`src/sv/swc_pkg.sv`:
```
// Shared types and constants for the set-associative write-back cache.
`timescale 1ns / 1ps
`default_nettype none
package swc_pkg;
	localparam int LINES = 64;
	localparam int LINE_W = 6;
	localparam int TAG_W = 11;
	localparam int STAMP_W = 32;
	localparam int WAY_W = 3;
	localparam int MAX_WAYS = 8;
	localparam int MAX_SET_BITS = 6;
	localparam int MIN_OFF_BITS = 2;
	localparam int ADDR_W = 13;
	localparam int PADDR_W = 5;

	localparam logic [2:0] REG_OFFSET_BITS = 3'd0;
	localparam logic [2:0] REG_SET_BITS = 3'd1;
	localparam logic [2:0] REG_WAYS = 3'd2;
	localparam logic [2:0] REG_HIT_COST = 3'd3;
	localparam logic [2:0] REG_MISS_COST = 3'd4;

	localparam logic [2:0] RST_OFFSET_BITS = 3'd4;
	localparam logic [2:0] RST_SET_BITS = 3'd3;
	localparam logic [3:0] RST_WAYS = 4'd2;
	localparam logic [15:0] RST_HIT_COST = 16'd1;
	localparam logic [15:0] RST_MISS_COST = 16'd100;

	typedef enum logic [1:0] {
		ST_IDLE,
		ST_READ,
		ST_CMP,
		ST_COMMIT
	} state_t;

	typedef struct packed {
		logic load;
		logic rd;
		logic cmp;
		logic next_way;
		logic commit;
	} cmd_t;

	typedef struct packed {
		logic hit_now;
		logic last_way;
		logic out_free;
	} sts_t;

	typedef struct packed {
		logic [2:0] off;
		logic [2:0] sb;
		logic [3:0] nw;
		logic [15:0] hit_cost;
		logic [15:0] miss_cost;
	} cfg_t;
endpackage
`default_nettype wire

```
`src/sv/swc_ctrl.sv`:
```
// Lookup sequencer: scans the ways of a set and commits the access.
`timescale 1ns / 1ps
`default_nettype none
module swc_ctrl (
	input wire logic clk,
	input wire logic arst_n,
	input wire logic req_valid,
	output logic req_ready,
	input wire swc_pkg::sts_t sts,
	output swc_pkg::cmd_t cmd
);
	swc_pkg::state_t state_q, state_d;

	always_ff @(posedge clk or negedge arst_n) begin
		if (!arst_n) begin
			state_q <= swc_pkg::ST_IDLE;
		end else begin
			state_q <= state_d;
		end
	end

	always_comb begin
		state_d = state_q;
		case (state_q)
			swc_pkg::ST_IDLE: begin
				if (req_valid) state_d = swc_pkg::ST_READ;
			end
			swc_pkg::ST_READ: state_d = swc_pkg::ST_CMP;
			swc_pkg::ST_CMP: begin
				if (sts.hit_now || sts.last_way) state_d = swc_pkg::ST_COMMIT;
				else state_d = swc_pkg::ST_READ;
			end
			swc_pkg::ST_COMMIT: begin
				if (sts.out_free) state_d = swc_pkg::ST_IDLE;
			end
			default: state_d = swc_pkg::ST_IDLE;
		endcase
	end

	always_comb begin
		cmd = '0;
		req_ready = 1'b0;
		case (state_q)
			swc_pkg::ST_IDLE: begin
				req_ready = 1'b1;
				cmd.load = req_valid;
			end
			swc_pkg::ST_READ: cmd.rd = 1'b1;
			swc_pkg::ST_CMP: begin
				cmd.cmp = 1'b1;
				cmd.next_way = !(sts.hit_now || sts.last_way);
			end
			swc_pkg::ST_COMMIT: cmd.commit = sts.out_free;
			default: cmd = '0;
		endcase
	end
endmodule
`default_nettype wire

```
`config.mk`:
```
export PLATFORM = sky130hd
export DESIGN_NAME = swc_ctrl
export DESIGN_NICKNAME = d
export VERILOG_FILES = /design/src/sv/swc_pkg.sv /design/src/sv/swc_ctrl.sv
export SDC_FILE = /design/constraint.sdc
export NUM_CORES = 1
export LEC_CHECK = 0
export ABC_CLOCK_PERIOD_IN_PS = 1300
export BUFFER_PORTS_ARGS = -buffer_cell sky130_fd_sc_hd__buf_2
export CAP_MARGIN = 5
export CELL_PAD_IN_SITES_DETAIL_PLACEMENT = 0
export CELL_PAD_IN_SITES_GLOBAL_PLACEMENT = 1
export CORE_AREA = 3 3 40 42
export CTS_BUF_LIST = sky130_fd_sc_hd__clkbuf_4
export DETAILED_ROUTE_END_ITERATION = 7
export DIE_AREA = 0 0 43 45
export GPL_TIMING_DRIVEN = 0
export PLACE_DENSITY_LB_ADDON = 0.1
export REMOVE_ABC_BUFFERS = 1
export SYNTH_ARGS = -nofsm -noshare
export SYNTH_HDL_FRONTEND = slang
export SYNTH_SLANG_ARGS = --single-unit
```
`constraint.sdc`:
```
create_clock -name clk -period 1.3 [get_ports clk]
set_clock_uncertainty 0.1 [all_clocks]
set_input_delay 0.26 -clock clk [delete_from_list [all_inputs] [get_ports clk]]
set_output_delay 0.26 -clock clk [all_outputs]
set_load 0.01 [all_outputs]
```
==> flow_metrics.py, run 1 <==
metrics = {
    "global_route": {
        "grt_pass1_wl_um": 752,
        "grt_usage": 0.0566,
        "antenna_found_initial": 0,
        "grt_overflow": 0,
        "grt_max_degree": 7,
        "grt_pass1_vias": 193,
    },
    "setup_path": {
        "max_stage_delay_ps": 430,
        "crit_chain": "nand2b_4 -> nor3_2 -> buf_2",
        "cp.required_ps": 940,
        "critPathKind": "reg2out",
        "crit_fanout": 6,
        "setup.worst_path.end_class": "output pin",
        "critPathSlowestCell": "dfrtp_2",
        "critPathTopFamily": "flip-flops",
        "path_buf_inv": 1,
        "worstPathArrival_ps": 1060,
        "rrSetupSlack_ps": 250,
        "critPathLaunchType": "flop",
    },
    "layout": {
        "antenna_cells": 0,
        "final_cell_mix": "11 x buf_2, 3 x clkbuf_4",
        "top_regs": "state_q x2",
        "fin_nets": 40,
        "finalInstanceArea_sq_um": 256,
        "layout_commonest_cell": "buf_2",
        "fin_util": 0.200,
        "area_growth_pct": 109,
        "drive_gt1_frac": 0.688,
        "fin_cells": 47,
        "largest_reg_flops": 2,
        "top_register": "state_q",
        "fillerInstances": 153,
    },
    "hold_path": {
        "hp-class": "in2reg",
    },
    "synthesis": {
        "synth_area_per_cell_sq_um": 8.17,
        "synth_cells": 15,
        "yosysWarningCount": 0,
        "yosys_register_bits": 2,
        "netlist_area_sq_um": 123,
        "synthDistinctLibCells": 10,
        "seq_area_frac_synth": 0.408,
    },
    "drt": {
        "vias": 163,
        "wire_per_inst_um": 8.89,
        "drt_iter0_markers": 0,
        "drc": 0,
        "vias_per_cell": 3.47,
        "wirelength_um": 418,
        "drt.antenna.violating_nets": 0,
        "dr.pass1.iters": 1,
    },
    "outcome": {
        "failed_checks": "negative setup slack",
        "status": "complete, but fails checks",
    },
    "floorplan": {
        "fp.dieW_um": 43,
        "ioPinCount": 12,
        "core_region_area_sq_um": 1280,
        "die_h_um": 45,
        "die_area_sq_um": 1940,
        "initial_utilization": 0.0954,
        "rows": 13,
    },
    "cts": {
        "cts_buffers": 3,
        "clock-sinks": 2,
        "h-tree-depth": 1,
        "cts.clk_slew.worst_paths_ps": 30,
        "cts_tree": "done",
        "clock-root-buffer": "clkbuf_4",
        "clockBufferDepth": 2,
        "clock_latency_ps": 220,
    },
    "place": {
        "dpl_worst_slack_ps": 56.4,
        "dp_cells": 41,
        "dpl_cell_area_sq_um": 196,
        "portBuffers": 11,
        "gp_congestion": 0.581,
        "hpwl_um": 302,
    },
    "timing": {
        "timing.fmax_mhz": 702,
        "final.setup.worst_slack_ps": -125,
        "finalSetupViolations": 5,
        "rsz0062_at_grt": "yes",
        "final.period_utilization": 1.10,
        "slew_violations": 0,
        "tightestPinTransition_ps": 152,
        "min_period_ps": 1420,
        "slew_headroom": 0.898,
        "hold_violations": 0,
    },
    "power": {
        "cellLeakagePower_nw": 0.146,
        "power_density_nw_per_um2": 2330,
        "peakVddDrop_mv": 0.554,
    },
    "job": {
        "drv_cap": 0,
    },
}
-- cell type report --
cell class	count	area [sq um]	area share
clock buffer	3	22.5	0.0878
sequential	2	52.6	0.205
inverter	2	7.51	0.0293
tap	15	18.8	0.0732
multi-input combinational	11	75.1	0.293
timing repair buffer	14	80.1	0.312
-- routing by layer --
layer | GRT usage | share of wire | up-vias
li1 | - | - | 86
met1 | 0.0651 | 0.45 | 67
met2 | 0.0719 | 0.44 | 10
met3 | 0.0199 | 0.11 | 0
met4 | 0.0723 | 0 | 0
met5 | 0 | 0 | -
-- Yosys cell counts (all sizes together) --
cell | n | area [sq um]
nand2b | 1 | 6.26
nor3 | 1 | 10.0
and3 | 1 | 6.26
nand2 | 2 | 7.51
dfrtp | 2 | 50.1
a22o | 1 | 8.76
inv | 2 | 7.51
and2 | 1 | 6.26
o2bb2ai | 1 | 8.76
nor2 | 3 | 11.3
-- per-stage QoR --
step                      hold WS [ps]  setup TNS, ps  power [mW]
after global placement           -54.3              0       0.373
after detailed placement         -53.4              0       0.375
final                              190           -313       0.598
after global routing               198           -738       0.667
after CTS                          185           -308       0.566
after floorplan                   -136              0       0.269
-- where the power goes --
| group | internal (mW) | switching, mW |
|---|---|---|
| combinational | 0.166 | 0.129 |
| clock | 0.102 | 0.0348 |
| sequential | 0.102 | 0.0642 |
| total | 0.370 | 0.228 |
-- final timing paths --
kind                                   startpoint                endpoint  depth (start not counted)
max                        state_q[0]$_DFFE_PN0P_                  cmd[1]                          3
min                                     req_valid  state_q[0]$_DFFE_PN0P_                          2
max reg2reg                state_q[0]$_DFFE_PN0P_  state_q[1]$_DFFE_PN0P_                          3
min reg2reg                state_q[0]$_DFFE_PN0P_  state_q[1]$_DFFE_PN0P_                          1
max in group asynchronous                  arst_n  state_q[0]$_DFFE_PN0P_                          2
min in group asynchronous                  arst_n  state_q[1]$_DFFE_PN0P_                          2
-- repair_timing --
item,in CTS,in global routing
resized for setup,4,1
hold buffers,1,0
pin swaps,2,0
setup buffers,0,2
endpoints found under the hold margin,2,0
endpoints found under the setup margin,6,6
-- worst reg2reg max path: stages, from the launching register on --
cell and delay, ps:
dfrtp_2 430, nand2b_4 160, buf_4 130, o2bb2ai_1 140
-- logic make-up after synthesis --
| logic type | count (synthesis) | share of synthesized area |
|---|---|---|
| AOI/OAI and AO/OA | 2 | 0.143 |
| buffers and inverters | 2 | 0.0612 |
| DFF | 2 | 0.408 |
| and+or+nand+nor | 9 | 0.388 |
Power figures use the tool's default switching activity.
==> inputs of run 2 (changes only) <==
--- a/config.mk
+++ b/config.mk
@@ -5,7 +5,7 @@
 export SDC_FILE = /design/constraint.sdc
 export NUM_CORES = 1
 export LEC_CHECK = 0
-export ABC_CLOCK_PERIOD_IN_PS = 1300
+export ABC_CLOCK_PERIOD_IN_PS = 1600
 export BUFFER_PORTS_ARGS = -buffer_cell sky130_fd_sc_hd__buf_2
 export CAP_MARGIN = 5
 export CELL_PAD_IN_SITES_DETAIL_PLACEMENT = 0
==> constraint.sdc (replaced) <==
create_clock -name clk -period 1.6 [get_ports clk]
set_clock_uncertainty 0.1 [all_clocks]
set_input_delay 0.32 -clock clk [delete_from_list [all_inputs] [get_ports clk]]
set_output_delay 0.32 -clock clk [all_outputs]
set_load 0.01 [all_outputs]
==> flow_metrics.py, run 2 (synthesis gave the netlist of run 1 again) <==
metrics = {
    "setup_path": {
        "critPathKind": "reg2out",
        "critPathLaunchType": "flop",
        "cp.required_ps": 1180,
        "path_buf_inv": 1,
        "worstPathArrival_ps": 1100,
        "critPathSlowestCell": "dfrtp_2",
        "crit_chain": "nand2b_1 -> nor3_2 -> buf_2",
        "max_stage_delay_ps": 420,
        "crit_fanout": 6,
        "critPathTopFamily": "flip-flops",
        "setup.worst_path.end_class": "output pin",
    },
    "timing": {
        "tightestPinTransition_ps": 185,
        "min_period_ps": 1520,
        "setup_tns_ps": 0,
        "slew_violations": 0,
        "hold_violations": 0,
        "slew_headroom": 0.877,
        "finalSetupViolations": 0,
        "final.period_utilization": 0.948,
        "rsz0062_at_grt": "no",
        "timing.fmax_mhz": 659,
    },
    "cts": {
        "cts_tree": "done",
        "clock-root-buffer": "clkbuf_4",
        "clock-sinks": 2,
        "h-tree-depth": 1,
        "clockBufferDepth": 2,
        "cts.clk_slew.worst_paths_ps": 30,
        "clock_latency_ps": 220,
        "cts_buffers": 3,
    },
    "drt": {
        "drc": 0,
        "vias_per_cell": 3.29,
        "drt.antenna.violating_nets": 0,
        "wire_per_inst_um": 8.47,
        "dr.pass1.iters": 1,
        "vias": 148,
        "wirelength_um": 381,
        "drt_iter0_markers": 0,
    },
    "layout": {
        "fin_nets": 38,
        "fin_cells": 45,
        "final_cell_mix": "11 x buf_2, 3 x nor2_1, 3 x clkbuf_4, 2 x inv_1, 2 x nand2_1",
        "top_register": "state_q",
        "area_growth_pct": 87.8,
        "layout_commonest_cell": "buf_2",
        "antenna_cells": 0,
        "top_regs": "state_q x2",
        "largest_reg_flops": 2,
        "drive_gt1_frac": 0.533,
    },
    "power": {
        "power_density_nw_per_um2": 1800,
        "cellLeakagePower_nw": 0.133,
        "peakVddDrop_mv": 0.346,
        "fin_total_pwr_mw": 0.414,
    },
    "floorplan": {
        "fp.dieW_um": 43,
        "initial_utilization": 0.0954,
        "die_h_um": 45,
        "die_area_sq_um": 1940,
        "rows": 13,
        "core_region_area_sq_um": 1280,
        "ioPinCount": 12,
    },
    "hold_path": {
        "hp-class": "in2reg",
    },
    "global_route": {
        "grt_usage": 0.0533,
        "grt_pass1_vias": 179,
        "grt_max_degree": 7,
        "grt_overflow": 0,
        "antenna_found_initial": 0,
        "grt_pass1_wl_um": 696,
    },
    "place": {
        "dp_cells": 41,
        "gp_congestion": 0.581,
        "hpwl_um": 302,
        "portBuffers": 11,
    },
    "job": {
        "drv_cap": 0,
    },
    "outcome": {
        "status": "finished, final reports clean",
    },
}
-- run 2: cell types whose count changed in the layout (fill, tap and decap cells not counted) --
cell and change:
buf_4 -2, dfrtp_1 +1, dfrtp_2 -1, inv_1 +1, inv_2 -1, nand2b_1 +1
nand2b_4 -1, nor2_1 +1, nor2_2 -1
-- run 2: worst paths after layout --
| check | slack [ps] | depth (start not counted) | endpoint | startpoint |
|---|---|---|---|---|
| worst min register to register | 460 | 1 | state_q[1]$_DFFE_PN0P_ | state_q[0]$_DFFE_PN0P_ |
| min in group asynchronous | 310 | 2 | state_q[1]$_DFFE_PN0P_ | arst_n |
| worst max register to register | 640 | 2 | state_q[1]$_DFFE_PN0P_ | state_q[0]$_DFFE_PN0P_ |
| max in group asynchronous | 980 | 2 | state_q[0]$_DFFE_PN0P_ | arst_n |
| worst max-delay path | 80 | 3 | cmd[1] | state_q[0]$_DFFE_PN0P_ |
| worst min-delay path | 250 | 2 | state_q[0]$_DFFE_PN0P_ | req_valid |
-- run 2: report_power, final --
group          internal [mW]  switching [mW]  leakage [nW]
registers             0.0802          0.0389        0.0223
logic                 0.0886          0.0954        0.0971
clock network         0.0827          0.0280        0.0138
-- run 2: layout make-up --
type / count / area [sq um]
Tap cell: 15 / 18.8
Timing Repair Buffer: 12 / 65.1
Clock buffer: 3 / 22.5
Multi-Input combinational cell: 11 / 65.1
Sequential cell: 2 / 51.3
Inverter: 2 / 7.51
Fill cell: 148 / 1050
-- run 2: repair_timing --
action	CTS	global route
buffers inserted	0	0
resized for setup	0	1
endpoints found under the setup margin	0	1
hold buffers	1	0
hold endpoints to repair	2	0
-- run 2: per-layer routing --
layer | track usage | routed length (um)
met5 | 0 | 0
met4 | 0.0723 | 0
met3 | 0.0199 | 45
met2 | 0.0629 | 155
met1 | 0.0627 | 180
-- run 2: worst reg2reg max path: stages (launching register included) --
cell and delay (ps):
dfrtp_2 420, nand2b_1 190, o2bb2ai_1 170
-- run 2: through the flow --
step | hold slack [ps] | instance area, sq um | setup slack, ps | util
floorplan | -75.6 | 123 | 366 | -
global placement | 5.66 | 196 | 316 | 0.153
detailed placement | 6.64 | 196 | 296 | 0.153
CTS | 245 | 229 | 56.1 | 0.178
global route | 259 | 230 | 0.871 | 0.179
finish | 250 | 230 | 83.2 | 0.179
==> inputs of run 3 (changes only) <==
--- a/config.mk
+++ b/config.mk
@@ -5,7 +5,7 @@
 export SDC_FILE = /design/constraint.sdc
 export NUM_CORES = 1
 export LEC_CHECK = 0
-export ABC_CLOCK_PERIOD_IN_PS = 1600
+export ABC_CLOCK_PERIOD_IN_PS = 1700
 export BUFFER_PORTS_ARGS = -buffer_cell sky130_fd_sc_hd__buf_2
 export CAP_MARGIN = 5
 export CELL_PAD_IN_SITES_DETAIL_PLACEMENT = 0
==> constraint.sdc (replaced) <==
create_clock -name clk -period 1.7 [get_ports clk]
set_clock_uncertainty 0.1 [all_clocks]
set_input_delay 0.34 -clock clk [delete_from_list [all_inputs] [get_ports clk]]
set_output_delay 0.34 -clock clk [all_outputs]
set_load 0.01 [all_outputs]
==> flow_metrics.py, run 3 (synthesis gave the netlist of run 1 again) <==
metrics = {
    "power": {
        "cellLeakagePower_nw": 0.134,
        "seq_power_share": 0.283,
        "power_frac_comb": 0.447,
        "intPower_mw": 0.234,
        "peakVddDrop_mv": 0.325,
        "swShare": 0.395,
        "power_frac_clock": 0.269,
        "power_density_nw_per_um2": 1690,
        "switching_power_mw": 0.153,
    },
    "global_route": {
        "grt_overflow": 0,
        "antenna_found_initial": 0,
        "grt_pass1_vias": 179,
        "grt_max_degree": 7,
        "grt_pass1_wl_um": 696,
        "grt_usage": 0.0533,
    },
    "timing": {
        "hold_slack_ps": 270,
        "finalSetupViolations": 0,
        "tightestPinTransition_ps": 185,
        "slew_violations": 0,
        "hold_violations": 0,
        "setup_tns_ps": 0,
        "timing.fmax_mhz": 648,
        "min_period_ps": 1540,
        "rsz0062_at_grt": "no",
        "slew_headroom": 0.877,
        "final.period_utilization": 0.907,
    },
    "layout": {
        "top_regs": "state_q x2",
        "largest_reg_flops": 2,
        "top_register": "state_q",
        "area_growth_pct": 86.7,
        "register_area_sq_um": 50.0,
        "multi_input_area_sq_um": 65.1,
        "fin_cells": 45,
        "final_cell_mix": "11 x buf_2, 3 x nor2_1, 3 x clkbuf_4",
        "layout_commonest_cell": "buf_2",
        "fin_nets": 38,
        "drive_gt1_frac": 0.500,
        "antenna_cells": 0,
        "fillerInstances": 149,
    },
    "floorplan": {
        "die_area_sq_um": 1940,
        "ioPinCount": 12,
        "rows": 13,
        "fp.dieW_um": 43,
        "core_region_area_sq_um": 1280,
        "die_h_um": 45,
        "initial_utilization": 0.0954,
    },
    "setup_path": {
        "critPathLaunchType": "flop",
        "cp.required_ps": 1260,
        "worstPathArrival_ps": 1100,
        "crit_fanout": 6,
        "setup.worst_path.end_class": "output pin",
        "critPathKind": "reg2out",
    },
    "cts": {
        "postCtsHoldBufs": 1,
        "cts_tree": "done",
        "post_cts_buffers": 0,
        "clock-sinks": 2,
        "h-tree-depth": 1,
        "clock_latency_ps": 220,
        "clock-root-buffer": "clkbuf_4",
        "cts_resized": 0,
        "clockBufferDepth": 2,
        "cts.clk_slew.worst_paths_ps": 30,
        "cts_buffers": 3,
    },
    "drt": {
        "wl_met3_um": 45,
        "drc": 0,
        "top_layer_used": "met3",
        "wl_met1_um": 180,
        "vias_per_cell": 3.29,
        "wirelength_um": 381,
        "drt.antenna.violating_nets": 0,
        "vias": 148,
        "drt_iter0_markers": 0,
        "wire_per_inst_um": 8.47,
        "dr.pass1.iters": 1,
        "wl_met2_um": 155,
    },
    "place": {
        "dp_cells": 41,
        "portBuffers": 11,
        "gp_congestion": 0.581,
        "hpwl_um": 302,
    },
    "job": {
        "drv_cap": 0,
    },
    "outcome": {
        "status": "finished, final reports clean",
    },
    "hold_path": {
        "hp-class": "in2reg",
    },
}
[run 3: cell counts in the layout (fill, tap and decap cells not counted)]
Identical to the previous run, type by type.
[run 3: worst paths after layout]
path / startpoint / endpoint / slack, ps / cells after the start
setup / recovery: state_q[0]$_DFFE_PN0P_ / cmd[1] / 160 / 3
hold / removal: req_valid / state_q[0]$_DFFE_PN0P_ / 270 / 2
setup reg to reg: state_q[0]$_DFFE_PN0P_ / state_q[1]$_DFFE_PN0P_ / 730 / 2
max in group asynchronous: arst_n / state_q[0]$_DFFE_PN0P_ / 1070 / 2
hold reg to reg: state_q[0]$_DFFE_PN0P_ / state_q[1]$_DFFE_PN0P_ / 490 / 1
min in group asynchronous: arst_n / state_q[1]$_DFFE_PN0P_ / 330 / 2
[run 3: area by class of cell]
| class | count | area share |
|---|---|---|
| well taps | 15 | 0.0820 |
| multi-input cells | 11 | 0.284 |
| flip-flops and latches | 2 | 0.219 |
| inverters | 2 | 0.0328 |
| clock buffers | 3 | 0.0984 |
| repair buffers | 12 | 0.284 |
[run 3: critical path, stage by stage (launching register included)]
cell and delay, ps:
dfrtp_1 410, nand2b_1 200, nor3_2 120, buf_2 150
[run 3: stage by stage]
step	area [sq um]	utilization	worst slack [ps]	power (mW)
floorplan	123	-	446	0.206
global placement	196	0.153	396	0.286
detailed placement	196	0.153	376	0.287
CTS	229	0.178	136	0.400
global route	229	0.178	56.7	0.438
finish	229	0.178	157	0.387
[run 3: metal layers]
layer | track usage | vias up
met5 | 0 | -
met4 | 0.0723 | 0
met3 | 0.0199 | 0
met2 | 0.0629 | 10
met1 | 0.0627 | 57
li1 | - | 81
[run 3: power groups by stage]
| stage | sequential, mW | clock [mW] | combinational, mW |
|---|---|---|---|
| 6_report | 0.110 | 0.104 | 0.173 |
| 5_1_grt | 0.121 | 0.120 | 0.197 |
| 4_1_cts | 0.112 | 0.111 | 0.177 |
| 3_5_place_dp | 0.113 | 0 | 0.174 |
| 3_3_place_gp | 0.112 | 0 | 0.173 |
| 2_1_floorplan | 0.0990 | 0 | 0.107 |
